--- src/hw/rtl/mme_pkg.sv ---
`timescale 1ns / 1ps
// Shared types and constants for the min multiset event engine.
// No dependencies; every other file of the block but mme_if imports this package.
package mme_pkg;

    localparam int OP_W      = 2;
    localparam int VALUE_W   = 32;
    localparam int TAG_W     = 16;
    localparam int STATUS_W  = 2;

    // Raw op codes as they arrive on the event channel.
    localparam logic [OP_W-1:0] OP_INSERT = 2'd0;
    localparam logic [OP_W-1:0] OP_REMOVE = 2'd1;
    localparam logic [OP_W-1:0] OP_QUERY  = 2'd2;

    // Command queue between the front and the back end.
    localparam int QUEUE_DEPTH = 2;
    localparam int QUEUE_AW    = 1;
    localparam int QUEUE_CW    = QUEUE_AW + 1;

    typedef enum logic [1:0] {
        KIND_INSERT,
        KIND_REMOVE,
        KIND_QUERY
    } kind_t;

    typedef enum logic [STATUS_W-1:0] {
        ST_OK     = 2'd0,
        ST_FULL   = 2'd1,
        ST_ABSENT = 2'd2
    } status_t;

    typedef enum logic [1:0] {
        BK_IDLE,
        BK_EVAL,
        BK_COMMIT
    } back_state_t;

    typedef struct packed {
        kind_t               kind;
        logic [VALUE_W-1:0]  value;
        logic [TAG_W-1:0]    tag;
    } cmd_t;

    typedef struct packed {
        logic full;
        logic empty;
    } q_status_t;

endpackage

--- src/hw/rtl/mme_if.sv ---
`timescale 1ns / 1ps
// Valid/ready channel interfaces for the event input and the result output.
// Field widths follow the constants of mme_pkg.
interface mme_evt_if;
    logic        valid;
    logic        ready;
    logic [1:0]  op;
    logic [31:0] value;
    logic [15:0] tag;

    modport source (output valid, output op, output value, output tag, input ready);
    modport sink   (input valid, input op, input value, input tag, output ready);
endinterface


--- src/hw/rtl/mme_front.sv ---
`timescale 1ns / 1ps
// Front end: accepts event items, decodes the op into a command kind and
// holds the command in one stage until the queue takes it. Uses mme_pkg, mme_if.
module mme_front (
    input  logic         clk,
    input  logic         rst_n,
    mme_evt_if.sink      evt,
    output logic         push,
    output mme_pkg::cmd_t push_cmd,
    input  mme_pkg::q_status_t q_stat
);
    import mme_pkg::*;

    logic  slot_valid_reg;
    logic  slot_valid_next;
    cmd_t  slot_cmd_reg;
    cmd_t  slot_cmd_next;
    kind_t kind_dec;
    logic  take;

    always_comb
    begin
        unique case (evt.op)
            OP_INSERT: kind_dec = KIND_INSERT;
            OP_REMOVE: kind_dec = KIND_REMOVE;
            // The unused code is handled like a query.
            default:   kind_dec = KIND_QUERY;
        endcase
    end

    assign push      = slot_valid_reg & ~q_stat.full;
    assign evt.ready = ~slot_valid_reg | ~q_stat.full;
    assign take      = evt.valid & evt.ready;
    assign push_cmd  = slot_cmd_reg;

    always_comb
    begin
        slot_valid_next = take | (slot_valid_reg & ~push);
        slot_cmd_next   = slot_cmd_reg;
        if (take)
        begin
            slot_cmd_next = '{kind: kind_dec, value: evt.value, tag: evt.tag};
        end
    end

    always_ff @(posedge clk or negedge rst_n)
    begin
        if (!rst_n)
        begin
            slot_valid_reg <= 1'b0;
        end
        else
        begin
            slot_valid_reg <= slot_valid_next;
        end
    end

    always_ff @(posedge clk)
    begin
        slot_cmd_reg <= slot_cmd_next;
    end

endmodule

--- src/flat_wrapper.sv ---
// flat-port wrapper written by rule: the top's interface ports become plain ports
module mme_front_flat import mme_pkg::*;
  (clk, rst_n, push, push_cmd, q_stat, evt_valid, evt_op, evt_value, evt_tag, evt_ready);
  mme_evt_if evt_i ();
  input  logic clk;
  input  logic rst_n;
  output logic push;
  output mme_pkg::cmd_t push_cmd;
  input  mme_pkg::q_status_t q_stat;
  input wire logic [$bits(evt_i.valid)-1:0] evt_valid;
  input wire logic [$bits(evt_i.op)-1:0] evt_op;
  input wire logic [$bits(evt_i.value)-1:0] evt_value;
  input wire logic [$bits(evt_i.tag)-1:0] evt_tag;
  output wire logic [$bits(evt_i.ready)-1:0] evt_ready;
  assign evt_i.valid = evt_valid;
  assign evt_i.op = evt_op;
  assign evt_i.value = evt_value;
  assign evt_i.tag = evt_tag;
  assign evt_ready = evt_i.ready;
  mme_front u_core (.clk(clk), .rst_n(rst_n), .evt(evt_i), .push(push), .push_cmd(push_cmd), .q_stat(q_stat));
endmodule
--- config.mk ---
export PLATFORM = sky130hd
export DESIGN_NAME = mme_front_flat
export DESIGN_NICKNAME = d
export VERILOG_FILES = /design/src/hw/rtl/mme_pkg.sv /design/src/hw/rtl/mme_if.sv /design/src/hw/rtl/mme_front.sv /design/src/flat_wrapper.sv
export SDC_FILE = /design/constraint.sdc
export NUM_CORES = 1
export LEC_CHECK = 0
export BUFFER_PORTS_ARGS = -buffer_cell sky130_fd_sc_hd__buf_2
export CAP_MARGIN = 20
export CORE_MARGIN = 2
export CORE_UTILIZATION = 43
export DETAILED_ROUTE_END_ITERATION = 10
export PLACE_DENSITY_LB_ADDON = 0.15
export RECOVER_POWER = 25
export SYNTH_ARGS = -nofsm -noshare
export SYNTH_HDL_FRONTEND = slang
export SYNTH_SLANG_ARGS = --single-unit
--- constraint.sdc ---
create_clock -name clk -period 11.1 [get_ports clk]
set_input_delay 0.555 -clock clk [delete_from_list [all_inputs] [get_ports clk]]
set_output_delay 0.555 -clock clk [all_outputs]
set_load 0.05 [all_outputs]
==> results.py <==
metrics = {
    "critical_path": {
        "cp.arrival_ps": 1180,
        "crit_start": "u_core.slot_valid_reg$_DFF_PN0_",
        "cpPeakStageDelay_ps": 450,
        "r2r_cells": 2,
        "cp-end-kind": "output pin",
        "cp_num_cells": 2,
        "cpLargestDelayFamily": "flip-flops",
        "crit_type": "reg2out",
        "worstPathCellList": "nor2b_1 > buf_2",
        "path_max_fanout": 4,
        "path_buf_inv": 1,
        "start_kind": "flop",
        "worstPathRequired_ps": 10550,
        "slowest_stage": "dfrtp_1",
        "rr_startpoint": "u_core.slot_valid_reg$_DFF_PN0_",
    },
    "clocking": {
        "clockBufferDepth": 2,
        "cts_root_buffer": "clkbuf_4",
        "post_cts_resized": 0,
        "cts_tree": "yes",
        "cts_sinks": 51,
        "clock_latency_ps": 330,
        "cts_made_buffers": 5,
        "cts.clk_slew.worst_paths_ps": 120,
        "h-tree-depth": 2,
    },
    "global_route": {
        "grt_pass1_wl_mm": 4.10,
        "grtUsageTotal_pct": 13.6,
        "overflow": 0,
        "grt_pass1_vias": 965,
        "grt_start_max_net_pins": 39,
        "antenna_found_initial": 0,
    },
    "placement": {
        "pre_cts_ws_ps": 9150,
        "port_buffers": 105,
        "place_area_um2": 2160,
        "placed_cells": 208,
        "gp_congestion": 0.671,
    },
    "sta": {
        "whs_ps": 387,
        "fin_skew_ps": 4.36,
        "final_min_period_over_clock_period_pct": 15.6,
        "worstMarginPinSlew_ps": 451,
        "final-setup-viol-count": 0,
        "fin_crit_ps": 1740,
        "setup_tns_ps": 0,
        "slew_headroom_pct": 69.9,
        "rsz0062_at_grt": "no",
        "finalMaxSlewViolations": 0,
        "max_freq_mhz": 576,
        "fin_ws_ps": 9360,
        "hold_viol_final": 0,
    },
    "power": {
        "fin_total_pwr_mw": 0.361,
        "power.density_nw_per_um2": 163,
        "power_leakage_nw": 0.959,
        "irDropWorstVdd_uv": 101,
    },
    "die": {
        "io_pins": 107,
        "core_um2": 3420,
        "die_y_um": 64.3,
        "die-area_um2": 4130,
        "initial_core_util_pct": 45.8,
        "row_count": 21,
        "die_w_um": 64.3,
    },
    "synth": {
        "synth_cells": 57,
        "seq_area_frac_synth_pct": 97.7,
        "synth_area_leaders": "edfxtp_1 (96%), dfrtp_1 (1.6%), nor2b_1 (0.80%), a21o_2 (0.56%), a21boi_0 (0.48%)",
        "yosys-top-cells-count": "edfxtp_1 (50), nor2b_1 (2)",
        "ys_types": 7,
        "syn_area_per_cell_um2": 27.4,
        "synth_top_area_cell": "edfxtp_1",
        "yosys_warnings": 0,
        "yosysMostFrequentCell": "edfxtp_1",
        "ys.flop_type": "edfxtp_1",
        "synth_seq_cells": 51,
        "synth_area_um2": 1560,
        "synthArstFlopShare_pct": 1.96,
        "synth_top_area_share_pct": 96.1,
        "synth_edf_count": 50,
        "syn_nets": 112,
    },
    "status": {
        "status": "completed",
    },
    "cells_and_area": {
        "stdcell_count": 217,
        "diodes": 0,
        "nNetsFinal": 225,
        "multi_input_area_um2": 43.8,
        "utilization_pct": 65.0,
        "seqCellArea_um2": 1530,
        "drive_above_1_share_pct": 66.7,
        "finalInstanceArea_um2": 2220,
        "syn2layout_area_growth_pct": 42.1,
        "fillCellCount": 279,
        "largest_reg_flops": 50,
    },
    "min_path": {
        "hold_depth": 1,
        "hp-class": "in2reg",
        "hp-start": "evt_value[28]",
    },
    "routing": {
        "ant_nets": 0,
        "vias": 930,
        "vias_per_cell": 4.29,
        "drt_pre_antenna_iters": 4,
        "drt_wl_total_mm": 2.68,
        "drc": 0,
        "wire_per_inst_um": 12.3,
        "drt-initial-drc-count": 42,
    },
    "flow_run": {
        "drv_cap": 0,
    },
}
[final cells by class]
type | count | area share, %
tap | 46 | 2.59
clock inverter | 1 | 0.225
clock buffer | 7 | 2.03
timing repair buffer | 107 | 24.5
sequential | 51 | 68.7
multi-input combinational | 5 | 1.97
[report_power, final]
part	internal [mW]	switching [mW]	total, mW	leakage (nW)
registers	0.224	0.00235	0.226	0.487
logic	0.0145	0.0468	0.0613	0.443
clock network	0.0248	0.0486	0.0734	0.0293
total	0.263	0.0977	0.361	0.959
[cells by family (layout without fill, tap and decap cells)]
kind of cell / Yosys count / after routing / synth area share (%)
flops: 51 / 51 / 97.7
simple gates: 3 / 3 / 1.04
compound gates: 2 / 2 / 1.04
buf+inv: 1 / 115 / 0.240
[path summary, 6_finish.rpt]
check / endpoint / slack (ps)
worst max-delay path: push / 9360
worst min-delay path: u_core.push_cmd[44]$_DFFE_PP_ / 390
min in group asynchronous: u_core.slot_valid_reg$_DFF_PN0_ / 510
worst min register to register: u_core.slot_valid_reg$_DFF_PN0_ / 610
max in group asynchronous: u_core.slot_valid_reg$_DFF_PN0_ / 10510
worst max register to register: u_core.push_cmd[31]$_DFFE_PP_ / 9420
[worst register-to-register path, cell delays in order, from the launching register on]
cell	delay [ps]
dfrtp_1	450
a21boi_4	390
buf_4	490
[placed cells by master (no fill, tap or decap)]
cell type / count
buf_2: 105
edfxtp_1: 50
clkbuf_4: 5
nor2b_1: 2
clkbuf_1: 2
nand2_1: 1
a21boi_4: 1
a21o_2: 1
clkinv_2: 1
dlygate4sd3_1: 1
buf_4: 1
dfrtp_1: 1
[per-layer routing]
layer	wire, µm	global-route usage [%]	vias to the layer above
met5	0	0	-
met4	61	7.45	0
met3	359	6.51	6
met2	1420	24.3	60
met1	833	12.4	413
li1	-	-	451
[repair_timing]
action / in CTS / in global routing
hold buffers: 1 / 0
buffers inserted: 0 / 0
endpoints found under the hold margin: 1 / 0
Note: power is estimated with default switching activity, not from simulation.
