<file path="src/hw/rtl/mme_pkg.sv">
`timescale 1ns / 1ps
// Shared types and constants for the min multiset event engine.
// No dependencies; every other file of the block but mme_if imports this package.
package mme_pkg;

    localparam int OP_W      = 2;
    localparam int VALUE_W   = 32;
    localparam int TAG_W     = 16;
    localparam int STATUS_W  = 2;

    // Raw op codes as they arrive on the event channel.
    localparam logic [OP_W-1:0] OP_INSERT = 2'd0;
    localparam logic [OP_W-1:0] OP_REMOVE = 2'd1;
    localparam logic [OP_W-1:0] OP_QUERY  = 2'd2;

    // Command queue between the front and the back end.
    localparam int QUEUE_DEPTH = 2;
    localparam int QUEUE_AW    = 1;
    localparam int QUEUE_CW    = QUEUE_AW + 1;

    typedef enum logic [1:0] {
        KIND_INSERT,
        KIND_REMOVE,
        KIND_QUERY
    } kind_t;

    typedef enum logic [STATUS_W-1:0] {
        ST_OK     = 2'd0,
        ST_FULL   = 2'd1,
        ST_ABSENT = 2'd2
    } status_t;

    typedef enum logic [1:0] {
        BK_IDLE,
        BK_EVAL,
        BK_COMMIT
    } back_state_t;

    typedef struct packed {
        kind_t               kind;
        logic [VALUE_W-1:0]  value;
        logic [TAG_W-1:0]    tag;
    } cmd_t;

    typedef struct packed {
        logic full;
        logic empty;
    } q_status_t;

endpackage

</file>
<file path="src/hw/rtl/mme_queue.sv">
`timescale 1ns / 1ps
// Short command queue that decouples the front end from the back end.
// Depth and pointer widths come from mme_pkg.
module mme_queue (
    input  logic               clk,
    input  logic               rst_n,
    input  logic               push,
    input  mme_pkg::cmd_t      push_cmd,
    input  logic               pop,
    output mme_pkg::cmd_t      head_cmd,
    output mme_pkg::q_status_t q_stat
);
    import mme_pkg::*;

    cmd_t                mem_reg [QUEUE_DEPTH];
    logic [QUEUE_AW-1:0] wr_ptr_reg;
    logic [QUEUE_AW-1:0] wr_ptr_next;
    logic [QUEUE_AW-1:0] rd_ptr_reg;
    logic [QUEUE_AW-1:0] rd_ptr_next;
    logic [QUEUE_CW-1:0] count_reg;
    logic [QUEUE_CW-1:0] count_next;

    assign head_cmd     = mem_reg[rd_ptr_reg];
    assign q_stat.full  = (count_reg == QUEUE_CW'(QUEUE_DEPTH));
    assign q_stat.empty = (count_reg == '0);

    always_comb
    begin
        wr_ptr_next = wr_ptr_reg + QUEUE_AW'(push);
        rd_ptr_next = rd_ptr_reg + QUEUE_AW'(pop);
        count_next  = count_reg + QUEUE_CW'(push) - QUEUE_CW'(pop);
    end

    always_ff @(posedge clk or negedge rst_n)
    begin
        if (!rst_n)
        begin
            wr_ptr_reg <= '0;
            rd_ptr_reg <= '0;
            count_reg  <= '0;
        end
        else
        begin
            wr_ptr_reg <= wr_ptr_next;
            rd_ptr_reg <= rd_ptr_next;
            count_reg  <= count_next;
        end
    end

    always_ff @(posedge clk)
    begin
        if (push)
        begin
            mem_reg[wr_ptr_reg] <= push_cmd;
        end
    end

endmodule

</file>
<file path="config.mk">
export PLATFORM = sky130hd
export DESIGN_NAME = mme_queue
export DESIGN_NICKNAME = d
export VERILOG_FILES = /design/src/hw/rtl/mme_pkg.sv /design/src/hw/rtl/mme_queue.sv
export SDC_FILE = /design/constraint.sdc
export NUM_CORES = 1
export LEC_CHECK = 0
export BUFFER_PORTS_ARGS = -buffer_cell sky130_fd_sc_hd__clkbuf_2
export CAP_MARGIN = 15
export CORE_UTILIZATION = 40
export DETAILED_ROUTE_END_ITERATION = 10
export GPL_ROUTABILITY_DRIVEN = 1
export PLACE_DENSITY = 0.66
export SYNTH_ARGS = -nofsm -noshare
export SYNTH_HDL_FRONTEND = slang
export SYNTH_SLANG_ARGS = --single-unit
</file>
<file path="constraint.sdc">
create_clock -name clk -period 2.9 [get_ports clk]
set_input_delay 0.145 -clock clk [delete_from_list [all_inputs] [get_ports clk]]
set_output_delay 0.145 -clock clk [all_outputs]
set_load 0.02 [all_outputs]
</file>
==> results of run 1 <==
[worst max-delay path, cell delays in order (launching register included)]
cell	delay, ns
dfrtp_4	0.76
buf_12	0.30
mux2_2	0.36
clkbuf_2	0.15
[through the flow]
step	instance area [um^2]	setup slack (ns)	utilization, %
3_5_place_dp	4720	1.17	48.1
2_1_floorplan	4070	0.842	-
5_1_grt	5490	0.738	56.0
3_3_place_gp	4720	1.16	48.1
6_report	5490	0.832	56.0
4_1_cts	5490	0.769	56.0
[cells in the mapped netlist]
cell type  number
edfxtp_1      100
mux2_4         49
buf_12          5
dfrtp_1         4
ha_1            4
inv_1           4
buf_6           1
mux2_2          1
nor2_1          1
nor2b_1         1
xor2_1          1
xor3_1          1
[power by group]
part / internal, W / switching [W]
clock network: 0.000662 / 0.000447
logic: 0.000869 / 0.000897
registers: 0.00200 / 0.000174
total: 0.00353 / 0.00152
[final cells by class]
cell class              instances  area [um^2]  area share [%]
clock buffers                  12          135            2.46
flip-flops and latches        104         3110            56.5
clock inverters                 4          120            2.19
inverters                       4         15.0           0.273
multi-input cells              58          845            15.4
repair buffers                160         1110            20.1
well taps                     133          166            3.03
[routing by layer]
layer | routed length, um | up-vias | GRT usage [%]
met1 | 2860 | 1020 | 15.0
met5 | 0 | - | 0
met3 | 266 | 11 | 2.98
met2 | 3400 | 69 | 23.4
met4 | 123 | 0 | 5.85
li1 | - | 997 | -
[cells by family (layout without fill, tap and decap cells)]
logic type,count (synthesis),after routing
XOR/XNOR,2,2
flip-flops,104,104
buffers and inverters,10,180
adder cells (fa/ha/maj),4,4
AND/OR/NAND/NOR,2,2
multiplexers,50,50
[repair_timing]
| item | CTS | global route |
|---|---|---|
| hold buffers | 52 | 0 |
| buffers inserted | 0 | 0 |
| endpoints found under the hold margin | 104 | 0 |
[final timing paths]
kind                                   startpoint                        to  slack (ns)  cells past startpoint
min reg2reg                count_reg[1]$_DFF_PN0_    count_reg[1]$_DFF_PN0_        0.64                      1
min in group asynchronous                   rst_n    count_reg[1]$_DFF_PN0_        0.13                      2
min                                          push    count_reg[0]$_DFF_PN0_        0.09                      2
max reg2reg                  wr_ptr_reg$_DFF_PN0_  mem_reg[0][44]$_DFFE_PP_        1.29                      3
max                          rd_ptr_reg$_DFF_PN0_              head_cmd[40]        0.83                      3
max in group asynchronous                   rst_n      rd_ptr_reg$_DFF_PN0_        2.62                      2
==> out/qor.csv, run 1 <==
metric,value,unit
status,finished clean,
min_period,2.07,ns
hold_viol_final,0,
fillers,787,
clock_skew,0.00891,ns
synth_top_family_by_area,multiplexers,
grt_first_pass_wirelength,9920,um
grt_pass1_vias,2103,
final_cell_mix,"clkbuf_2, edfxtp_1, dlygate4sd3_1",
yosysUniqueCellTypes,12,
worstSetupEndpointType,primary output,
synthSimpleGateAreaFrac,0.246,%
via_per_inst,4.41,
cts.reportedPaths.clkPinSlew,0.09,ns
wirelength,6650,um
worst_pin_slew,0.616,ns
dp_hpwl,4040,um
antennaDiodeCount,0,
p_leak,2.27,nW
synth_fp_nets,230,
slew_viol_final,0,
drive_gt1_share,50.9,%
power.total,0.00505,W
fin_crit_sh,71.3,%
critPathRequiredTime,2.76,ns
tritoncts,done,
yosysSeqAreaShare,76.3,%
antenna_found_initial,0,
worstSetupPathType,flop to primary output,
cts_root_buf,clkbuf_8,
rsz0062_at_grt,no,
io_buffers,105,
syn-cell-area,4070,um^2
antenna_left,0,
worst_setup_path_start_kind,flop,
ys_seq_elements,104,
yosys_warnings,0,
maxCapViolations,0,
synth_xor_area_share,0.800,%
layout_commonest_cell,clkbuf_2,
cts_buffers,9,
num_rows,36,
synth.top_cells.by_area,"edfxtp_1, mux2_4, buf_12",
htreeDepth,3,
gp_congestion,0.628,
clock_latency,0.35,ns
setup_viol,0,
grt_max_degree,29,
max_freq,0.484,GHz
synthAdderAreaFrac,1.23,%
die_y,103,um
final.setup.tns,0,ns
largest_reg_flops,100,
synth_compound_area_share,0,%
drc,0,
ctsLongestPathBuffers,2,
drt_pass1_iterations,4,
power_density,919,nW/um^2
die_x,103,um
synth_cells,172,
worstHoldPathType,primary input to flop,
synthMuxAreaShare,18.4,%
yosysTopAreaCellShare,73.8,%
die-area,10600,um^2
cts.sinks,104,
relSlewSlack,58.9,%
io_pins,106,
ir_worst_vdd,0.000718,V
final_cells,475,
yosysTopAreaCell,edfxtp_1,
whs,0.0868,ns
vias,2097,
start_util,41.4,%
area_delta_synth_final,35.0,%
syn_avg_cell_area,23.7,um^2
layout.nets,395,
dp_cells,407,
coreArea,9820,um^2
ctsResizeCount,0,
wl_per_cell,14.0,um
arrival,1.92,ns
drt_iter0_markers,54,
worstPathMaxFanout,26,
grtUsageTotal,13.1,%
grt_overflow_total,0,
Note: power is estimated with default switching activity, not from simulation.
==> run 2, diff against run 1 <==
==> constraint.sdc (replaced) <==
create_clock -name clk -period 2.17 [get_ports clk]
set_input_delay 0.1085 -clock clk [delete_from_list [all_inputs] [get_ports clk]]
set_output_delay 0.1085 -clock clk [all_outputs]
set_load 0.02 [all_outputs]
==> run 2 against run 1 <==
  * Core utilization decreased by 0.15 points
  * Setup slack got worse by 0.59 ns
  * Critical path depth unchanged
  * Global-route usage increased by 0.28 points
  * Design area decreased by 0.27%
  * Clock skew decreased by 0.0044 ns
  * Clock power increased by 23%
  * Sequential cell count unchanged
  * Sequential power increased by 33%
  * Count of clock-buffer cells in the layout decreased by 2
  * First-iteration DRC count decreased by 15%
  * Critical path type unchanged
  * Wire length increased by 2.6%
==> out/qor.csv, run 2 (synthesis gave the netlist of run 1 again) <==
metric,value,unit,change
grt_pass1_vias,2050,,was 2103
post_cts_buffers,0,,unchanged
largest_reg_flops,100,,unchanged
slowest_stage,dfrtp_4,,unchanged
worstSetupPathType,flop to primary output,,unchanged
worstSetupEndpointType,primary output,,unchanged
num_rows,36,,unchanged
r2r_slack,0.84,ns,was 1.29 ns
final_cell_mix,"clkbuf_2, edfxtp_1, dlygate4sd3_1",,unchanged
grtUsageTotal,13.4,%,was 13.1%
critPathRequiredTime,2.06,ns,was 2.76 ns
ctsLongestPathBuffers,2,,unchanged
drt_pass1_iterations,4,,unchanged
wirelength,6820,um,was 6650 um
grt_first_pass_wirelength,10100,um,was 9920 um
min_period,1.92,ns,
setup_viol,0,,unchanged
clock_latency,0.35,ns,about the same
drc,0,,unchanged
p_leak,2.27,nW,about the same
final_cells,479,,was 475
dp_hpwl,4170,um,was 4040 um
maxCapViolations,0,,unchanged
antenna_left,0,,unchanged
cts.reportedPaths.clkPinSlew,0.09,ns,about the same
io_pins,106,,unchanged
drt_iter0_markers,46,,was 54
antennaDiodeCount,0,,unchanged
arrival,1.82,ns,was 1.92 ns
placedInstanceArea,4720,um^2,about the same
coreArea,9820,um^2,unchanged
htreeDepth,3,,unchanged
path_buf_inv,2,,unchanged
power_density,1210,nW/um^2,was 919 nW/um^2
drive_gt1_share,52.0,%,was 50.9%
combinationalPowerShare,36.1,%,was 35.0%
relSlewSlack,70.4,%,was 58.9%
grt_overflow_total,0,,unchanged
ir_worst_vdd,0.000648,V,was 0.000718 V
ctsResizeCount,0,,unchanged
tritoncts,done,,unchanged
antenna_found_initial,0,,unchanged
dp_slack,0.602,ns,was 1.17 ns
dp_cells,411,,was 407
layout_commonest_cell,clkbuf_2,,unchanged
io_buffers,105,,unchanged
fin_crit_sh,88.6,%,
swShare,31.0,%,was 30.1%
clock_skew,0.00455,ns,was 0.00891 ns
hold_viol_final,0,,unchanged
layout.nets,399,,was 395
pwr-share-clk,20.7,%,was 22.0%
cts_root_buf,clkbuf_8,,unchanged
via_per_inst,4.33,,was 4.41
worst_pin_slew,0.445,ns,was 0.616 ns
gp_congestion,0.619,,was 0.628
final.setup.tns,0,ns,unchanged
worstHoldPathType,primary input to flop,,unchanged
status,finished clean,,unchanged
max_freq,0.520,GHz,
critPathMaxStageDelay,0.69,ns,was 0.76 ns
grt_max_degree,33,,was 29
stdcell_area,5480,um^2,was 5490 um^2
seq_power_share,43.2,%,was 43.0%
worstPathMaxFanout,20,,was 26
power.switching,0.00206,W,was 0.00152 W
die-area,10600,um^2,unchanged
cts_buffers,9,,unchanged
worst_setup_path_start_kind,flop,,unchanged
die_y,103,um,unchanged
slew_viol_final,0,,unchanged
rsz0062_at_grt,no,,unchanged
start_util,41.4,%,unchanged
path_cells,buf_4 > mux2_4 > clkbuf_2,,was buf_12 > mux2_2 > clkbuf_2
die_x,103,um,unchanged
fin_ws,0.246,ns,was 0.832 ns
crit_family,flip-flops,,unchanged
fillers,814,,was 787
vias,2075,,was 2097
p_int,0.00459,W,was 0.00353 W
cts.sinks,104,,unchanged
area_delta_synth_final,34.7,%,was 35.0%
wl_per_cell,14.2,um,was 14.0 um
finish.utilization,55.8,%,was 56.0%
[run 2: cell types whose count changed in the layout (fill, tap and decap cells not counted)]
cell,previous run,this run
buf_12,3,1
clkinvlp_4,0,1
clkbuf_1,3,1
bufinv_16,4,3
clkinv_2,0,2
buf_4,0,6
[run 2: metal layers]
metal / routed length [um] / up-vias / global-route usage (%)
met4: 57 / 0 / 5.53
li1: - / 1004 / -
met2: 3380 / 65 / 21.6
met5: 0 / - / 0
met3: 346 / 5 / 4.61
met1: 3040 / 1001 / 16.5
[run 2: final cells by class]
class / count / area (um^2) / area share [%]
Inverter: 4 / 15.0 / 0.274
Multi-Input combinational cell: 58 / 845 / 15.4
Tap cell: 133 / 166 / 3.04
Timing Repair Buffer: 164 / 1110 / 20.3
Sequential cell: 104 / 3110 / 56.7
Clock buffer: 10 / 128 / 2.33
Clock inverter: 6 / 108 / 1.96
[run 2: power by group through the flow]
| stage | sequential (W) | combinational (W) | clock [W] |
|---|---|---|---|
| after floorplan | 0.00280 | 0.00198 | 0 |
| after global placement | 0.00291 | 0.00235 | 0 |
| after detailed placement | 0.00293 | 0.00236 | 0 |
| after CTS | 0.00288 | 0.00245 | 0.00142 |
| after global routing | 0.00292 | 0.00258 | 0.00149 |
| final | 0.00288 | 0.00240 | 0.00137 |
[run 2: path summary, 6_finish.rpt]
check                                       start                       end  cells past startpoint
min in group asynchronous                   rst_n    count_reg[0]$_DFF_PN0_                      2
hold / removal                               push    count_reg[0]$_DFF_PN0_                      2
setup reg to reg             wr_ptr_reg$_DFF_PN0_  mem_reg[0][30]$_DFFE_PP_                      3
hold reg to reg            count_reg[1]$_DFF_PN0_    count_reg[1]$_DFF_PN0_                      1
setup / recovery             rd_ptr_reg$_DFF_PN0_              head_cmd[43]                      3
max in group asynchronous                   rst_n      rd_ptr_reg$_DFF_PN0_                      2
[run 2: timing repair]
action | CTS | global route
setup endpoints to repair | 0 | 0
hold buffers | 52 | 0
endpoints found under the hold margin | 105 | 0
[run 2: per-stage QoR]
| stage | hold WS [ns] | power [W] |
|---|---|---|
| floorplan | -0.187 | 0.00478 |
| global placement | -0.0763 | 0.00526 |
| detailed placement | -0.0731 | 0.00529 |
| CTS | 0.0346 | 0.00675 |
| global route | 0.0355 | 0.00699 |
| finish | 0.0523 | 0.00665 |
==> run 3, diff against run 2 <==
--- a/config.mk
+++ b/config.mk
@@ -7,10 +7,10 @@
 export LEC_CHECK = 0
 export BUFFER_PORTS_ARGS = -buffer_cell sky130_fd_sc_hd__clkbuf_2
 export CAP_MARGIN = 15
-export CORE_UTILIZATION = 40
+export CORE_UTILIZATION = 52
 export DETAILED_ROUTE_END_ITERATION = 10
 export GPL_ROUTABILITY_DRIVEN = 1
-export PLACE_DENSITY = 0.66
+export PLACE_DENSITY = 0.82
 export SYNTH_ARGS = -nofsm -noshare
 export SYNTH_HDL_FRONTEND = slang
 export SYNTH_SLANG_ARGS = --single-unit
==> run 3 against run 2 <==
  * Non-clock buffer count decreased by 1
  * Sequential power about the same
  * Combinational power about the same
  * Core utilization increased by 17 points
  * Maximum frequency decreased by 2.5%
  * Critical path type unchanged
==> out/qor.csv, run 3 (synthesis gave the netlist of run 1 again) <==
metric,value,unit,change
final.setup.tns,0,ns,unchanged
post_cts_buffers,0,,unchanged
power_density,1190,nW/um^2,was 1210 nW/um^2
grt_overflow_total,0,,unchanged
cts.reportedPaths.clkPinSlew,0.10,ns,was 0.09 ns
max_freq,0.507,GHz,was 0.520 GHz
wl_per_cell,16.0,um,was 14.2 um
worstReg2RegStart,wr_ptr_reg$_DFF_PN0_,,unchanged
crit_path_start,rd_ptr_reg$_DFF_PN0_,,unchanged
rr_worst_depth,3,,unchanged
area_delta_synth_final,32.6,%,was 34.7%
final_cell_mix,"clkbuf_2, edfxtp_1, dlygate4sd3_1",,unchanged
worstSetupEndpointType,primary output,,unchanged
drt_iter0_markers,59,,was 46
fillers,458,,was 814
worstSetupPathType,flop to primary output,,unchanged
p_leak,2.25,nW,was 2.27 nW
io_pins,106,,unchanged
die_x,90.5,um,was 103 um
worstHoldPathType,primary input to flop,,unchanged
setup_viol,0,,unchanged
antennaDiodeCount,0,,unchanged
cts_root_buf,clkbuf_8,,unchanged
min_period,1.97,ns,was 1.92 ns
drt_pass1_iterations,4,,unchanged
cts_hold_buffers,52,,unchanged
whs,0.0258,ns,was 0.0523 ns
stdcell_area,5390,um^2,was 5480 um^2
cts_buffers,9,,unchanged
layout.nets,398,,was 399
r2r_end,mem_reg[0][13]$_DFFE_PP_,,was mem_reg[0][30]$_DFFE_PP_
relSlewSlack,69.0,%,was 70.4%
critPathRequiredTime,2.06,ns,about the same
worst_pin_slew,0.465,ns,was 0.445 ns
slew_viol_final,0,,unchanged
dp_hpwl,4540,um,was 4170 um
worst_setup_path_start_kind,flop,,unchanged
grt_first_pass_wirelength,11500,um,was 10100 um
cts.sinks,104,,unchanged
top_usage_layer,met2,,unchanged
arrival,1.87,ns,was 1.82 ns
antenna_found_initial,0,,unchanged
hold_viol_final,0,,unchanged
ir_worst_vdd,0.000783,V,was 0.000648 V
status,finished clean,,unchanged
clock_latency,0.35,ns,about the same
rsz0062_at_grt,no,,unchanged
io_buffers,105,,unchanged
drc,0,,unchanged
dp_cells,376,,was 411
ctsLongestPathBuffers,2,,unchanged
start_util,54.9,%,was 41.4%
fin_ws,0.196,ns,was 0.246 ns
wirelength,7110,um,was 6820 um
dp_slack,0.582,ns,was 0.602 ns
vias,2119,,was 2075
tritoncts,done,,unchanged
num_rows,31,,was 36
placedInstanceArea,4690,um^2,was 4720 um^2
via_per_inst,4.77,,was 4.33
maxCapViolations,0,,unchanged
layout_commonest_cell,clkbuf_2,,unchanged
largest_reg_flops,100,,unchanged
endpoint,head_cmd[25],,was head_cmd[43]
gp_congestion,0.707,,was 0.619
grtUsageMet2,35.2,%,was 21.6%
gr-usage-met1,20.7,%,was 16.5%
fin_crit_sh,91.0,%,was 88.6%
die-area,8180,um^2,was 10600 um^2
grt_max_degree,35,,was 33
grt_pass1_vias,2317,,was 2050
grtUsageTotal,18.9,%,was 13.4%
worstPathMaxFanout,22,,was 20
clock_skew,0.00740,ns,was 0.00455 ns
r2r_slack,0.75,ns,was 0.84 ns
coreArea,7410,um^2,was 9820 um^2
drive_gt1_share,52.2,%,was 52.0%
final_cells,444,,was 479
ctsResizeCount,0,,unchanged
htreeDepth,3,,unchanged
die_y,90.5,um,was 103 um
met3_usage,3.70,%,was 4.61%
antenna_left,0,,unchanged
==> run 3: how the worst min path moves through the flow <==
stage / from / to / slack (ns) / cells past startpoint
floorplan: rst_n / count_reg[0]$_DFF_PN0_ / -0.19 / 0
global placement: rst_n / wr_ptr_reg$_DFF_PN0_ / -0.08 / 1
detailed placement: rst_n / count_reg[0]$_DFF_PN0_ / -0.07 / 1
CTS: push / count_reg[0]$_DFF_PN0_ / 0.006 / 2
global route: push / count_reg[0]$_DFF_PN0_ / 0.02 / 2
finish: push / count_reg[0]$_DFF_PN0_ / 0.03 / 2
==> run 3: metal layers <==
| layer | vias to the layer above | part of all wire [%] |
|---|---|---|
| met3 | 9 | 3.4 |
| met1 | 1037 | 39 |
| met2 | 65 | 56 |
| met5 | - | 0 |
| li1 | 1008 | - |
| met4 | 0 | 1.7 |
==> run 3: worst max-delay path, stage by stage, from the launching register on <==
cell      delay (ns)
dfrtp_4         0.71
buf_4           0.31
mux2_4          0.33
clkbuf_2        0.16
==> run 3: metrics by stage <==
step / total power (W) / utilization [%]
floorplan: 0.00478 / -
global placement: 0.00524 / 63.2
detailed placement: 0.00530 / 63.2
CTS: 0.00648 / 72.8
global route: 0.00672 / 72.8
finish: 0.00642 / 72.8
==> run 3: cell type report <==
class                           count  area, um^2  area share [%]
Inverter                            4        15.0           0.278
Timing Repair Buffer              163        1120            20.7
Sequential cell                   104        3110            57.6
Multi-Input combinational cell     58         845            15.7
Tap cell                           99         124            2.30
Clock buffer                        9         124            2.30
Clock inverter                      7        63.8            1.18
==> run 3: power breakdown <==
group | internal (W) | leakage [nW] | switching (W)
Combinational | 0.00117 | 1.17 | 0.00126
Clock | 0.000441 | 0.0899 | 0.000671
Sequential | 0.00267 | 0.984 | 0.000218
